--- src/design/rtt_ram.sv ---
// Generic single-port-write, single-read RAM with registered read data.
// No dependencies.
`default_nettype none
module rtt_ram #(
    parameter int WIDTH = 8,
    parameter int DEPTH = 16
) (
    input  wire logic                     i_clk,
    input  wire logic                     i_we,
    input  wire logic [$clog2(DEPTH)-1:0] i_waddr,
    input  wire logic [WIDTH-1:0]         i_wdata,
    input  wire logic [$clog2(DEPTH)-1:0] i_raddr,
    output logic      [WIDTH-1:0]         o_rdata
);
    logic [WIDTH-1:0] mem [DEPTH];

    always_ff @(posedge i_clk) begin
        if (i_we) mem[i_waddr] <= i_wdata;
        o_rdata <= mem[i_raddr];
    end
endmodule
`default_nettype wire

--- config.mk ---
export PLATFORM = sky130hd
export DESIGN_NAME = rtt_ram
export DESIGN_NICKNAME = d
export VERILOG_FILES = /design/src/design/rtt_ram.sv
export SDC_FILE = /design/constraint.sdc
export NUM_CORES = 1
export LEC_CHECK = 0
export BUFFER_PORTS_ARGS = -buffer_cell sky130_fd_sc_hd__buf_2
export CAP_MARGIN = 25
export CORE_MARGIN = 3
export CORE_UTILIZATION = 60
export DETAILED_ROUTE_END_ITERATION = 10
export HOLD_SLACK_MARGIN = 0.05
export PLACE_DENSITY = 0.78
export SLEW_MARGIN = 20
export SYNTH_ARGS = -nofsm -noshare
export SYNTH_HDL_FRONTEND = slang
export SYNTH_SLANG_ARGS = --single-unit
--- constraint.sdc ---
create_clock -name i_clk -period 4 [get_ports i_clk]
set_input_delay 0.4 -clock i_clk [delete_from_list [all_inputs] [get_ports i_clk]]
set_output_delay 0.4 -clock i_clk [all_outputs]
set_load 0.1 [all_outputs]
==> impl_metrics.tcl <==
set metrics [dict create \
    fin_crit_ns 1.72 \
    powerDensity_nw_per_um2 551 \
    dp_slack_ns 1.61 \
    setup_viol_count_final 0 \
    synth_edf_count 128 \
    cts_resized 0 \
    synthFlopType "edfxtp_1" \
    grt_max_degree 33 \
    cts_setup_buffers 0 \
    dr.first_iter.drc_count 256 \
    syn_inst 229 \
    clock.fmax_ghz 0.582 \
    cts.clk_slew.worst_paths_ns 0.06 \
    cpPeakStageDelay_ns 0.44 \
    maxCapViolations 0 \
    synth.net_count 247 \
    antenna_found_initial 0 \
    placed_cell_area_sq_um 5340 \
    synthDistinctLibCells 19 \
    wl_per_cell_microns 25.9 \
    grt_pass1_vias 2503 \
    final_nets 284 \
    worst-path-buf-inv 1 \
    cts-htree-levels 4 \
    cp.arrival_ns 1.32 \
    tightest_slew_ns 0.876 \
    ir_worst_vdd_v 0.000342 \
    clock_skew_ns 0.00715 \
    synth-simple-area-share 0.0318 \
    synth_area_leaders "edfxtp_1 75%, mux4_2 7.9%, mux4_1 7.1%, dfxtp_1 3.1%, a22oi_1 2.3%" \
    p_int_mw 2.55 \
    numCtsBuffers 17 \
    whs_ns 0.265 \
    min_period_over_period 0.430 \
    slowest_stage "buf_2" \
    clkPwrFrac 0.445 \
    timing.rr.start "mem[8][4]$_DFFE_PP_" \
    cp-end-kind "primary output" \
    rsz0062_at_grt "no" \
    cts_tree "yes" \
    min_to "mem[4][0]$_DFFE_PP_" \
    synth-adder-area-share 0 \
    syn_area_sq_um 5150 \
    yosys.area.top_type "edfxtp_1" \
    holdPathStages 1 \
    muxShareOfSynthArea 0.150 \
    synth_xor_area_frac 0 \
    synth_seq_area_share 0.778 \
    slew_viol_final 0 \
    swShare 0.220 \
    drt-total-wl_mm 9.96 \
    vias 2440 \
    gp_congestion 0.758 \
    dp_hpwl_mm 5.73 \
    antenna_cells 0 \
    netlist_top_cells_count "128 x edfxtp_1, 18 x mux4_2, 16 x a22oi_1" \
    synth_top_family_by_area "multiplexers" \
    clock_sinks 136 \
    min-delay-start "i_wdata[0]" \
    clk_path_buf_depth 2 \
    start_kind "flip-flop" \
    fp.dieH_microns 98.6 \
    finalPower_mw 3.27 \
    synth_compound_area_frac 0.0233 \
    setup_tns_ns 0 \
    yosysWarnings 0 \
    path_delay_family "buffers and inverters" \
    fillerInstances 472 \
    path_cells "buf_2" \
    viasPerCell 6.35 \
    die_x_microns 98.6 \
    grt_pass1_wl_mm 14.9 \
    holdCritPathClass "in -> reg" \
    drt_pre_antenna_iters 5 \
    p_seq_frac 0.491 \
    drt.antenna.violating_nets 0 \
    drc_errors 0 \
    finalHoldViolations 0 \
    rr_worst_depth 3 \
    area_growth_pct 15.3 \
    ioPinCount 26 \
    yosysMostFrequentCell "edfxtp_1" \
    fp-row-count 33 \
    crit_type "reg -> out" \
    leakage_nw 1.99 \
    worstSkewPairLatency_ns 0.52 \
    comb_power_share 0.064 \
    initial_core_util 0.623 \
    dieArea_sq_um 9730 \
    required_ns 3.60 \
    power_switching_mw 0.718 \
    overflow 0 \
    ff_latch_area_sq_um 4000 \
    ys_ff_latch 136 \
    cts_root_buffer "clkbuf_8" \
    status "completed" \
    async_flop_share 0 \
    io_buffers 25 \
    crit_fanout 1 \
    avgSynthCellArea_sq_um 22.5 \
    multi_input_area_sq_um 1070 \
    drive_above_1_share 0.283 \
    core_area_sq_um 8260 \
    holdBufCountCts 0 \
    yosys.area.top_type_share 0.747 \
    worstReg2RegEnd "o_rdata[4]$_DFF_P_" \
    grt.total_usage 0.219 \
    fin_area_sq_um 5930 \
    rrSetupSlack_ns 2.55 \
    slew_headroom 0.414 \
    setup_ws_ns 2.28 \
]
how the worst max path moves through the flow:
| stage | endpoint | slack, ns | depth (start not counted) | from |
|---|---|---|---|---|
| floorplan | mem[0][0]$_DFFE_PP_ | 2.11 | 2 | i_waddr[2] |
| global placement | mem[0][2]$_DFFE_PP_ | 1.58 | 3 | i_waddr[2] |
| detailed placement | o_rdata[3]$_DFF_P_ | 1.61 | 4 | i_raddr[0] |
| CTS | o_rdata[4]$_DFF_P_ | 2.11 | 4 | i_raddr[0] |
| global route | o_rdata[4]$_DFF_P_ | 2.22 | 5 | i_raddr[0] |
| finish | o_rdata[5] | 2.28 | 1 | o_rdata[5]$_DFF_P_ |
through the flow:
stage	util	cells
after floorplan	-	229
after global placement	0.646	351
after detailed placement	0.647	351
after CTS	0.715	383
after global routing	0.719	384
final	0.719	384
layout make-up:
cell class / count / area share
Multi-Input combinational cell: 83 / 0.180
Clock buffer: 20 / 0.0734
Timing Repair Buffer: 28 / 0.0283
Sequential cell: 136 / 0.675
Clock inverter: 12 / 0.0217
Tap cell: 105 / 0.0221
power groups by stage:
stage / clock (mW) / sequential, mW / combinational [mW]
2_1_floorplan: 0 / 1.70 / 0.0809
3_3_place_gp: 0 / 1.63 / 0.202
3_5_place_dp: 0 / 1.63 / 0.206
4_1_cts: 1.47 / 1.61 / 0.209
5_1_grt: 1.54 / 1.61 / 0.222
6_report: 1.46 / 1.61 / 0.211
per-layer routing:
| metal | wire [microns] | vias up | track usage | part of all wire |
|---|---|---|---|---|
| met1 | 3950 | 1249 | 0.300 | 0.40 |
| li1 | - | 1051 | - | - |
| met3 | 814 | 16 | 0.0623 | 0.082 |
| met2 | 5040 | 124 | 0.349 | 0.51 |
| met4 | 161 | 0 | 0.0693 | 0.016 |
| met5 | 0 | - | 0 | 0 |
cell families (layout without fill, tap and decap cells):
group / count (synthesis) / after routing
flops: 136 / 136
simple gates: 35 / 35
mux: 32 / 32
compound gates: 16 / 16
buf+inv: 10 / 60
flip-flops by register name (all words and copies together) (netlist names):
name     cells
mem        128
o_rdata      8
placed cells by master, fill, tap and decap left out, drive strengths merged:
cell type / n
edfxtp: 128
or3b: 1
clkbuf: 20
clkinv: 7
nor2: 13
bufinv: 2
and2b: 1
a22oi: 16
nor2b: 1
nor3: 4
buf: 28
nand3: 1
nand2: 9
and2: 1
nand3b: 2
clkinvlp: 3
dfxtp: 8
mux4: 32
nand2b: 2
Note: power is estimated with default switching activity, not from simulation.
